`src/rtl/x64enc_pkg.sv`:
```
// ----------------------------------------------------------------------------
// x64enc_pkg
// Shared types and codes for the x86-64 instruction encoder.
// ----------------------------------------------------------------------------
package x64enc_pkg;

  localparam logic [3:0] ACT_XOR     = 4'd0;
  localparam logic [3:0] ACT_MOV_RR  = 4'd1;
  localparam logic [3:0] ACT_MOV_IMM = 4'd2;
  localparam logic [3:0] ACT_MOVZX   = 4'd3;
  localparam logic [3:0] ACT_ADD_IMM = 4'd4;
  localparam logic [3:0] ACT_SUB_IMM = 4'd5;
  localparam logic [3:0] ACT_ADD_RR  = 4'd6;
  localparam logic [3:0] ACT_SUB_RR  = 4'd7;
  localparam logic [3:0] ACT_MUL     = 4'd8;
  localparam logic [3:0] ACT_STORE   = 4'd9;
  localparam logic [3:0] ACT_LOAD    = 4'd10;

  localparam logic [1:0] SZ_1 = 2'd0;
  localparam logic [1:0] SZ_2 = 2'd1;
  localparam logic [1:0] SZ_4 = 2'd2;
  localparam logic [1:0] SZ_8 = 2'd3;

  localparam logic [1:0] ERR_NONE = 2'd0;
  localparam logic [1:0] ERR_SIZE = 2'd1;
  localparam logic [1:0] ERR_ADDR = 2'd2;

  localparam logic [7:0] PFX_OPSIZE = 8'h66;
  localparam logic [7:0] PFX_REXW   = 8'h48;

  // queue between front and back
  localparam int QDEPTH = 2;
  localparam int QPTR_W = 1;
  localparam int QCNT_W = 2;

  // one classified instruction: leading bytes (first byte in bits 7:0),
  // then n_imm literal bytes, low byte first
  typedef struct packed {
    logic [31:0] head;
    logic [2:0]  n_head;
    logic [3:0]  n_imm;
    logic [63:0] lit;
    logic [1:0]  err;
  } desc_t;

endpackage

```
`src/rtl/x64_instruction_encoder_unit.sv`:
```
// ----------------------------------------------------------------------------
// x64_instruction_encoder_unit
// x86-64 instruction encoder: one request in, its machine code bytes out.
// ----------------------------------------------------------------------------
//
//  channel   | handshake          | payload
//  ----------+--------------------+---------------------------------------------
//  request   | start / busy       | in_action, in_size_code, in_to_size_code,
//            |                    | in_reg_field, in_rm_field, in_literal
//  result    | out_strobe         | out_code_byte, out_last_byte, out_error_code
//
//  Each instruction yields 1 to 10 result words, one per cycle; the back end
//  serialiser sets the rate, and an instruction that is already queued
//  follows the last byte of the one before with no gap between them.
//  A taken request is queued, then loaded by the back end, then registered out.
//  A two-entry queue decouples the front from the back; busy is high only
//  while that queue is full.
//  Reset (rst_n low, synchronous) empties the queue and drops any word in
//  flight. The receiver cannot stall: every strobed word is taken.
//
module x64_instruction_encoder_unit import x64enc_pkg::*; (
  input  logic        clk,
  input  logic        rst_n,
  input  logic        start,
  output logic        busy,
  input  logic [3:0]  in_action,
  input  logic [1:0]  in_size_code,
  input  logic [1:0]  in_to_size_code,
  input  logic [2:0]  in_reg_field,
  input  logic [2:0]  in_rm_field,
  input  logic [63:0] in_literal,
  output logic        out_strobe,
  output logic [7:0]  out_code_byte,
  output logic        out_last_byte,
  output logic [1:0]  out_error_code
);

  logic  push;
  logic  pop;
  logic  q_full;
  logic  q_not_empty;
  desc_t push_desc;
  desc_t head_desc;

  // classify the request and push it when the queue has room
  x64enc_front u_front (
    .start           (start),
    .q_full          (q_full),
    .in_action       (in_action),
    .in_size_code    (in_size_code),
    .in_to_size_code (in_to_size_code),
    .in_reg_field    (in_reg_field),
    .in_rm_field     (in_rm_field),
    .in_literal      (in_literal),
    .busy            (busy),
    .push            (push),
    .desc            (push_desc)
  );

  // hold classified instructions until the serialiser is ready
  x64enc_queue u_queue (
    .clk       (clk),
    .rst_n     (rst_n),
    .push      (push),
    .push_desc (push_desc),
    .pop       (pop),
    .head_desc (head_desc),
    .not_empty (q_not_empty),
    .full      (q_full)
  );

  // emit the bytes, header first then the immediate low byte first
  x64enc_back u_back (
    .clk            (clk),
    .rst_n          (rst_n),
    .q_not_empty    (q_not_empty),
    .q_desc         (head_desc),
    .pop            (pop),
    .out_strobe     (out_strobe),
    .out_code_byte  (out_code_byte),
    .out_last_byte  (out_last_byte),
    .out_error_code (out_error_code)
  );

endmodule

```
`src/rtl/x64enc_front.sv`:
```
// ----------------------------------------------------------------------------
// x64enc_front
// Accepts requests and classifies them into header bytes, immediate length
// and error code.
// ----------------------------------------------------------------------------
module x64enc_front import x64enc_pkg::*; (
  input  logic        start,
  input  logic        q_full,
  input  logic [3:0]  in_action,
  input  logic [1:0]  in_size_code,
  input  logic [1:0]  in_to_size_code,
  input  logic [2:0]  in_reg_field,
  input  logic [2:0]  in_rm_field,
  input  logic [63:0] in_literal,
  output logic        busy,
  output logic        push,
  output desc_t       desc
);

  // optional prefix followed by nbody body bytes
  function automatic desc_t pack(input logic has_pre, input logic [7:0] pre,
                                 input logic [7:0] b1, input logic [7:0] b2,
                                 input logic [7:0] b3, input logic [1:0] nbody);
    desc_t d;
    d = '0;
    if (has_pre) begin
      d.head   = {b3, b2, b1, pre};
      d.n_head = {1'b0, nbody} + 3'd1;
    end else begin
      d.head   = {8'h00, b3, b2, b1};
      d.n_head = {1'b0, nbody};
    end
    return d;
  endfunction

  logic       sz_pre;
  logic [7:0] sz_pfx;
  logic       zx_pre;
  logic [7:0] zx_pfx;
  logic [7:0] mr_rr;
  logic [7:0] mr_self;
  logic [7:0] mr_mem;
  logic [3:0] imm_len;
  logic       is_byte;
  desc_t      d;

  assign busy = q_full;
  assign push = start & ~q_full;

  always_comb begin
    sz_pre  = (in_size_code == SZ_2) || (in_size_code == SZ_8);
    sz_pfx  = (in_size_code == SZ_2) ? PFX_OPSIZE : PFX_REXW;
    zx_pre  = (in_to_size_code == SZ_2) || (in_to_size_code == SZ_8);
    zx_pfx  = (in_to_size_code == SZ_2) ? PFX_OPSIZE : PFX_REXW;
    mr_rr   = {2'b11, in_reg_field, in_rm_field};
    mr_self = {2'b11, in_rm_field, in_rm_field};
    mr_mem  = {2'b00, in_reg_field, in_rm_field};
    imm_len = 4'd1 << in_size_code;
    is_byte = (in_size_code == SZ_1);
    d       = '0;
    d.n_head = 3'd1;
    d.err    = ERR_SIZE;
    case (in_action)
      ACT_XOR: begin
        d = pack(sz_pre, sz_pfx, is_byte ? 8'h32 : 8'h33, mr_self, 8'h00, 2'd2);
      end
      ACT_MOV_RR: begin
        d = pack(sz_pre, sz_pfx, is_byte ? 8'h88 : 8'h89, mr_rr, 8'h00, 2'd2);
      end
      ACT_MOV_IMM: begin
        d = pack(sz_pre, sz_pfx, {is_byte ? 5'b10110 : 5'b10111, in_rm_field},
                 8'h00, 8'h00, 2'd1);
        d.n_imm = imm_len;
      end
      ACT_MOVZX: begin
        if (in_size_code == SZ_1 && in_to_size_code != SZ_1) begin
          d = pack(zx_pre, zx_pfx, 8'h0f, 8'hb6, mr_self, 2'd3);
        end else if (in_size_code == SZ_2 &&
                     (in_to_size_code == SZ_4 || in_to_size_code == SZ_8)) begin
          d = pack(zx_pre, zx_pfx, 8'h0f, 8'hb7, mr_self, 2'd3);
        end
      end
      ACT_ADD_IMM, ACT_SUB_IMM: begin
        if (in_size_code != SZ_8) begin
          d = pack(sz_pre, sz_pfx, is_byte ? 8'h80 : 8'h81,
                   {(in_action == ACT_ADD_IMM) ? 5'b11000 : 5'b11101, in_rm_field},
                   8'h00, 2'd2);
          d.n_imm = imm_len;
        end
      end
      ACT_ADD_RR: begin
        d = pack(sz_pre, sz_pfx, is_byte ? 8'h00 : 8'h01, mr_rr, 8'h00, 2'd2);
      end
      ACT_SUB_RR: begin
        d = pack(sz_pre, sz_pfx, is_byte ? 8'h28 : 8'h29, mr_rr, 8'h00, 2'd2);
      end
      ACT_MUL: begin
        d = pack(sz_pre, sz_pfx, is_byte ? 8'hf6 : 8'hf7,
                 {5'b11100, in_rm_field}, 8'h00, 2'd2);
      end
      ACT_STORE, ACT_LOAD: begin
        if (in_rm_field[2]) begin
          d.err = ERR_ADDR;
        end else if (in_action == ACT_STORE) begin
          d = pack(sz_pre, sz_pfx, is_byte ? 8'h88 : 8'h89, mr_mem, 8'h00, 2'd2);
        end else begin
          d = pack(sz_pre, sz_pfx, is_byte ? 8'h8a : 8'h8b, mr_mem, 8'h00, 2'd2);
        end
      end
      default: begin
        d.err = ERR_SIZE;
      end
    endcase
    d.lit = in_literal;
    desc  = d;
  end

endmodule

```
`src/rtl/x64enc_queue.sv`:
```
// ----------------------------------------------------------------------------
// x64enc_queue
// Two-entry queue of classified instructions between front and back.
// ----------------------------------------------------------------------------
module x64enc_queue import x64enc_pkg::*; (
  input  logic  clk,
  input  logic  rst_n,
  input  logic  push,
  input  desc_t push_desc,
  input  logic  pop,
  output desc_t head_desc,
  output logic  not_empty,
  output logic  full
);

  desc_t              slot_r [QDEPTH];
  logic [QPTR_W-1:0]  wr_ptr_r, wr_ptr_nxt;
  logic [QPTR_W-1:0]  rd_ptr_r, rd_ptr_nxt;
  logic [QCNT_W-1:0]  count_r, count_nxt;

  assign not_empty = (count_r != '0);
  assign full      = (count_r == QCNT_W'(QDEPTH));
  assign head_desc = slot_r[rd_ptr_r];

  always_comb begin
    wr_ptr_nxt = push ? wr_ptr_r + 1'b1 : wr_ptr_r;
    rd_ptr_nxt = pop  ? rd_ptr_r + 1'b1 : rd_ptr_r;
    count_nxt  = count_r + QCNT_W'(push) - QCNT_W'(pop);
  end

  always_ff @(posedge clk) begin
    if (!rst_n) begin
      wr_ptr_r <= '0;
      rd_ptr_r <= '0;
      count_r  <= '0;
    end else begin
      wr_ptr_r <= wr_ptr_nxt;
      rd_ptr_r <= rd_ptr_nxt;
      count_r  <= count_nxt;
    end
  end

  always_ff @(posedge clk) begin
    if (push) begin
      slot_r[wr_ptr_r] <= push_desc;
    end
  end

endmodule

```
`src/rtl/x64enc_back.sv`:
```
// ----------------------------------------------------------------------------
// x64enc_back
// Serialises a classified instruction, one code byte per cycle.
// ----------------------------------------------------------------------------
module x64enc_back import x64enc_pkg::*; (
  input  logic       clk,
  input  logic       rst_n,
  input  logic       q_not_empty,
  input  desc_t      q_desc,
  output logic       pop,
  output logic       out_strobe,
  output logic [7:0] out_code_byte,
  output logic       out_last_byte,
  output logic [1:0] out_error_code
);

  logic        active_r, active_nxt;
  logic [31:0] head_r, head_nxt;
  logic [2:0]  hcnt_r, hcnt_nxt;
  logic [63:0] lit_r, lit_nxt;
  logic [3:0]  icnt_r, icnt_nxt;
  logic [1:0]  err_r, err_nxt;
  logic        strobe_r;
  logic [7:0]  byte_r, byte_nxt;
  logic        last_r, last_nxt;
  logic [1:0]  errc_r;

  always_comb begin
    head_nxt = head_r;
    hcnt_nxt = hcnt_r;
    lit_nxt  = lit_r;
    icnt_nxt = icnt_r;
    err_nxt  = err_r;
    byte_nxt = head_r[7:0];
    last_nxt = 1'b0;
    // emit the current byte and advance
    if (active_r) begin
      if (hcnt_r != 3'd0) begin
        byte_nxt = head_r[7:0];
        head_nxt = {8'h00, head_r[31:8]};
        hcnt_nxt = hcnt_r - 3'd1;
        last_nxt = (hcnt_r == 3'd1) && (icnt_r == 4'd0);
      end else begin
        byte_nxt = lit_r[7:0];
        lit_nxt  = {8'h00, lit_r[63:8]};
        icnt_nxt = icnt_r - 4'd1;
        last_nxt = (icnt_r == 4'd1);
      end
    end
    // take the next instruction when idle or in the cycle the last byte is selected
    pop        = q_not_empty && (!active_r || last_nxt);
    active_nxt = pop || (active_r && !last_nxt);
    if (pop) begin
      head_nxt = q_desc.head;
      hcnt_nxt = q_desc.n_head;
      lit_nxt  = q_desc.lit;
      icnt_nxt = q_desc.n_imm;
      err_nxt  = q_desc.err;
    end
  end

  always_ff @(posedge clk) begin
    if (!rst_n) begin
      active_r <= 1'b0;
      strobe_r <= 1'b0;
    end else begin
      active_r <= active_nxt;
      strobe_r <= active_r;
    end
  end

  always_ff @(posedge clk) begin
    head_r <= head_nxt;
    hcnt_r <= hcnt_nxt;
    lit_r  <= lit_nxt;
    icnt_r <= icnt_nxt;
    err_r  <= err_nxt;
    byte_r <= byte_nxt;
    last_r <= last_nxt;
    errc_r <= err_r;
  end

  assign out_strobe     = strobe_r;
  assign out_code_byte  = byte_r;
  assign out_last_byte  = last_r;
  assign out_error_code = errc_r;

endmodule

```
`config.mk`:
```
export PLATFORM = sky130hd
export DESIGN_NAME = x64_instruction_encoder_unit
export DESIGN_NICKNAME = d
export VERILOG_FILES = /design/src/rtl/x64enc_pkg.sv /design/src/rtl/x64_instruction_encoder_unit.sv /design/src/rtl/x64enc_front.sv /design/src/rtl/x64enc_queue.sv /design/src/rtl/x64enc_back.sv
export SDC_FILE = /design/constraint.sdc
export NUM_CORES = 1
export LEC_CHECK = 0
export ABC_AREA = 1
export BUFFER_PORTS_ARGS = -buffer_cell sky130_fd_sc_hd__buf_2
export CAP_MARGIN = 20
export CORE_UTILIZATION = 60
export DETAILED_ROUTE_END_ITERATION = 8
export GPL_ROUTABILITY_DRIVEN = 0
export GPL_TIMING_DRIVEN = 0
export PLACE_DENSITY = 0.8
export SYNTH_ARGS = -nofsm -noshare
export SYNTH_HDL_FRONTEND = slang
export SYNTH_HIERARCHICAL = 1
export SYNTH_SLANG_ARGS = --single-unit
```
`constraint.sdc`:
```
create_clock -name clk -period 8.3 [get_ports clk]
set_clock_uncertainty 0.2 [all_clocks]
set_input_delay 1.66 -clock clk [delete_from_list [all_inputs] [get_ports clk]]
set_output_delay 1.66 -clock clk [all_outputs]
set_load 0.01 [all_outputs]
```
==> run summary <==
Run status: finished, final reports clean
Die area: 25300 um^2
Tmin final: 3170 ps
DRT Pass-1 Iters: 6
Clock H-tree levels: 2
Critical path startpoint category: input pin
Sequential-to-total area share from yosys stat: 66.4%
Ys Warns: 6
Cell count after synthesis: 1177
Post-cts resize count: 0
CTS buffer count: 34
Initial Util: 61.0%
Post-route DRC: 0
Pleak: 6.82 nW
Unrepaired setup endpoints after global routing: no
Fin. Hold Viols: 0
Setup TNS: 0 ps
Number of diodes: 0
DR vias/cell: 5.56
DP HPWL: 19000 um
Setup Buffers After CTS: 0
WL final: 28900 um
Post-synth EDFFs: 315
Crit path capture type: flip-flop
Cell variety after synth: 30
Top_reg_cell synth: edfxtp_1
First-pass GRT wire length: 44900 um
Pin count of the biggest net entering global routing: 69
TritonCTS clock tree: yes
Max VDD drop: 180 uV
CTS hold repair buffers: 0
Critical Path Max Stage Delay: 480 ps
Req. time, crit path: 8300 ps
Site row count: 57
CTS Sinks: 333
Fin. max-slew vios: 0
Crit path max-delay cell type: nor2_4
Util after Layout: 68.1%
Yosys reg bits: 333
Clk slew on worst S/H paths: 60 ps
Antenna violations before repair: 0
DIE WIDTH: 159 um
Final global-route overflow total: 0
DR WL/cell: 18.2 um
Port bufs: 27
Clk_lat worst skew: 510 ps
Pre-CTS setup slack: 4630 ps
Worst Path Arrival: 3160 ps
DP Cell Count: 1533
Max-cap violations: 0
Vias: 8840
Clock buffer depth: 3
Routed Antenna Nets: 0
Crit-path cells: buf_2, inv_1, nor2_1, inv_1, nor2_4, buf_12, buf_12
Area Growth Syn to Fin: 11.7%
DIE HEIGHT: 159 um
Vias in the first global route: 8627
Achievable Freq: 316 MHz
Fillers: 1652
PwrDens: 354 nW/um^2
Final Setup Violations: 0
Least-Margin Pin Slew: 886 ps
I/O pin cnt: 94
Nets@finish: 1334
Worst Path Class, Setup: input pin to flip-flop
Clk Tree Root Cell: clkbuf_16
Synth Net Count: 1266
CORE AREA: 24200 um^2
Crit Path Max Fanout: 30
Share of cells above drive strength 1: 24.2%
Initial detailed-routing violation count: 798
Reg2reg setup slack: 5390 ps
Final Cycle Share: 38.2%
GR Util All Layers: 22.9%
Synthesized area: 14800 um^2
Mapped Avg Cell Area: 12.6 um^2
Final hold slack: 140 ps
Worst Hold Class: flip-flop to flip-flop
Final worst setup slack: 5130 ps
Post-Layout Cell Count: 1590
Max-slew headroom: 40.9%
FFs w/ async S/R, synth: 0%
synth_stat cells, types with 2 or more instances:
master    number  area, um^2
a21oi_1        6        30.0
buf_12         5         100
buf_2         25         125
buf_4         75         563
buf_6          4        45.0
clkbuf_1       8        30.0
dfxtp_1       18         360
edfxtp_1     315        9460
ha_1           8         100
inv_1         64         240
inv_2          3        11.3
mux2_2        63         709
mux2_4        50         751
nand2_1      282        1060
nand2_2        3        18.8
nand3_1      122         611
nand3b_1       2        15.0
nand4_1        4        25.0
nor2_1        82         308
nor3_1         4        20.0
o211ai_1       2        15.0
o21ai_0       22         110
xor2_1         3        26.3
layout by cell type, fill, tap and decap left out, types with 17 or more instances in the layout:
| master | count |
|---|---|
| buf_2 | 52 |
| buf_4 | 75 |
| clkbuf_1 | 17 |
| clkbuf_16 | 37 |
| dfxtp_1 | 18 |
| edfxtp_1 | 315 |
| inv_1 | 63 |
| mux2_2 | 63 |
| mux2_4 | 50 |
| nand2_1 | 281 |
| nand3_1 | 122 |
| nor2_1 | 81 |
| o21ai_0 | 22 |
cell type report:
class	instances	area [um^2]	area share (%)
multi-input combinational	659	3870	23.4
clock inverter	11	97.6	0.591
inverter	67	254	1.54
clock buffer	46	960	5.81
sequential	333	9820	59.4
buffer	118	878	5.32
tap	324	405	2.45
timing repair buffer	32	243	1.47
final timing paths:
kind,start,cells after the start,endpoint
hold / removal,u_back/err_r[1],0,u_back/out_error_code[1]
hold reg to reg,u_back/err_r[1],0,u_back/out_error_code[1]
setup / recovery,start,7,u_queue/slot_r[0][63]
setup reg to reg,u_back/icnt_r[0],10,u_back/lit_r[61]
cell families (layout without fill, tap and decap cells):
logic type               Yosys count  in the layout  share of synthesized area, %
adder cells (fa/ha/maj)            8              8                         0.677
AND/OR/NAND/NOR                  499            499                          13.9
AO/OA/AOI/OAI                     36             36                          1.34
buffers and inverters            185            274                          7.64
XOR/XNOR                           3              3                         0.178
multiplexers                     113            113                          9.87
flip-flops                       333            333                          66.4
per-stage QoR:
step           cell area [um^2]  power, mW
3_5_place_dp              15500       4.39
6_report                  16500       5.85
2_1_floorplan             14800       3.93
3_3_place_gp              15300       4.33
5_1_grt                   16500       6.12
4_1_cts                   16500       5.88
registers in the layout, indices dropped and copies added (netlist names), named ones only:
signal and count:
u_back/lit_r 64, u_queue/count_r 2, u_back/hcnt_r 3, u_back/icnt_r 4, u_back/out_strobe 1, u_queue/slot_r 210, u_queue/wr_ptr_r 1, u_back/out_last_byte 1
u_back/out_code_byte 8, u_back/out_error_code 2, u_back/active_r 1, u_back/head_r 32, u_queue/rd_ptr_r 1, u_back/err_r 2
power by group:
group / internal [mW] / switching, mW
Sequential: 2.52 / 0.137
Combinational: 0.684 / 1.06
Clock: 0.868 / 0.581
worst max-delay path, delay by kind of cell:
family / cells / cell delay, ps
buffers and inverters: 5 / 740
and+or+nand+nor: 2 / 710
routing by layer:
layer	vias to the layer above	track usage (%)	wire, um
met3	75	2.79	2010
met4	0	8.35	801
met5	-	0	0
met2	432	38.1	14100
met1	4189	31.2	12000
li1	4144	-	-
Note: power is estimated with default switching activity, not from simulation.
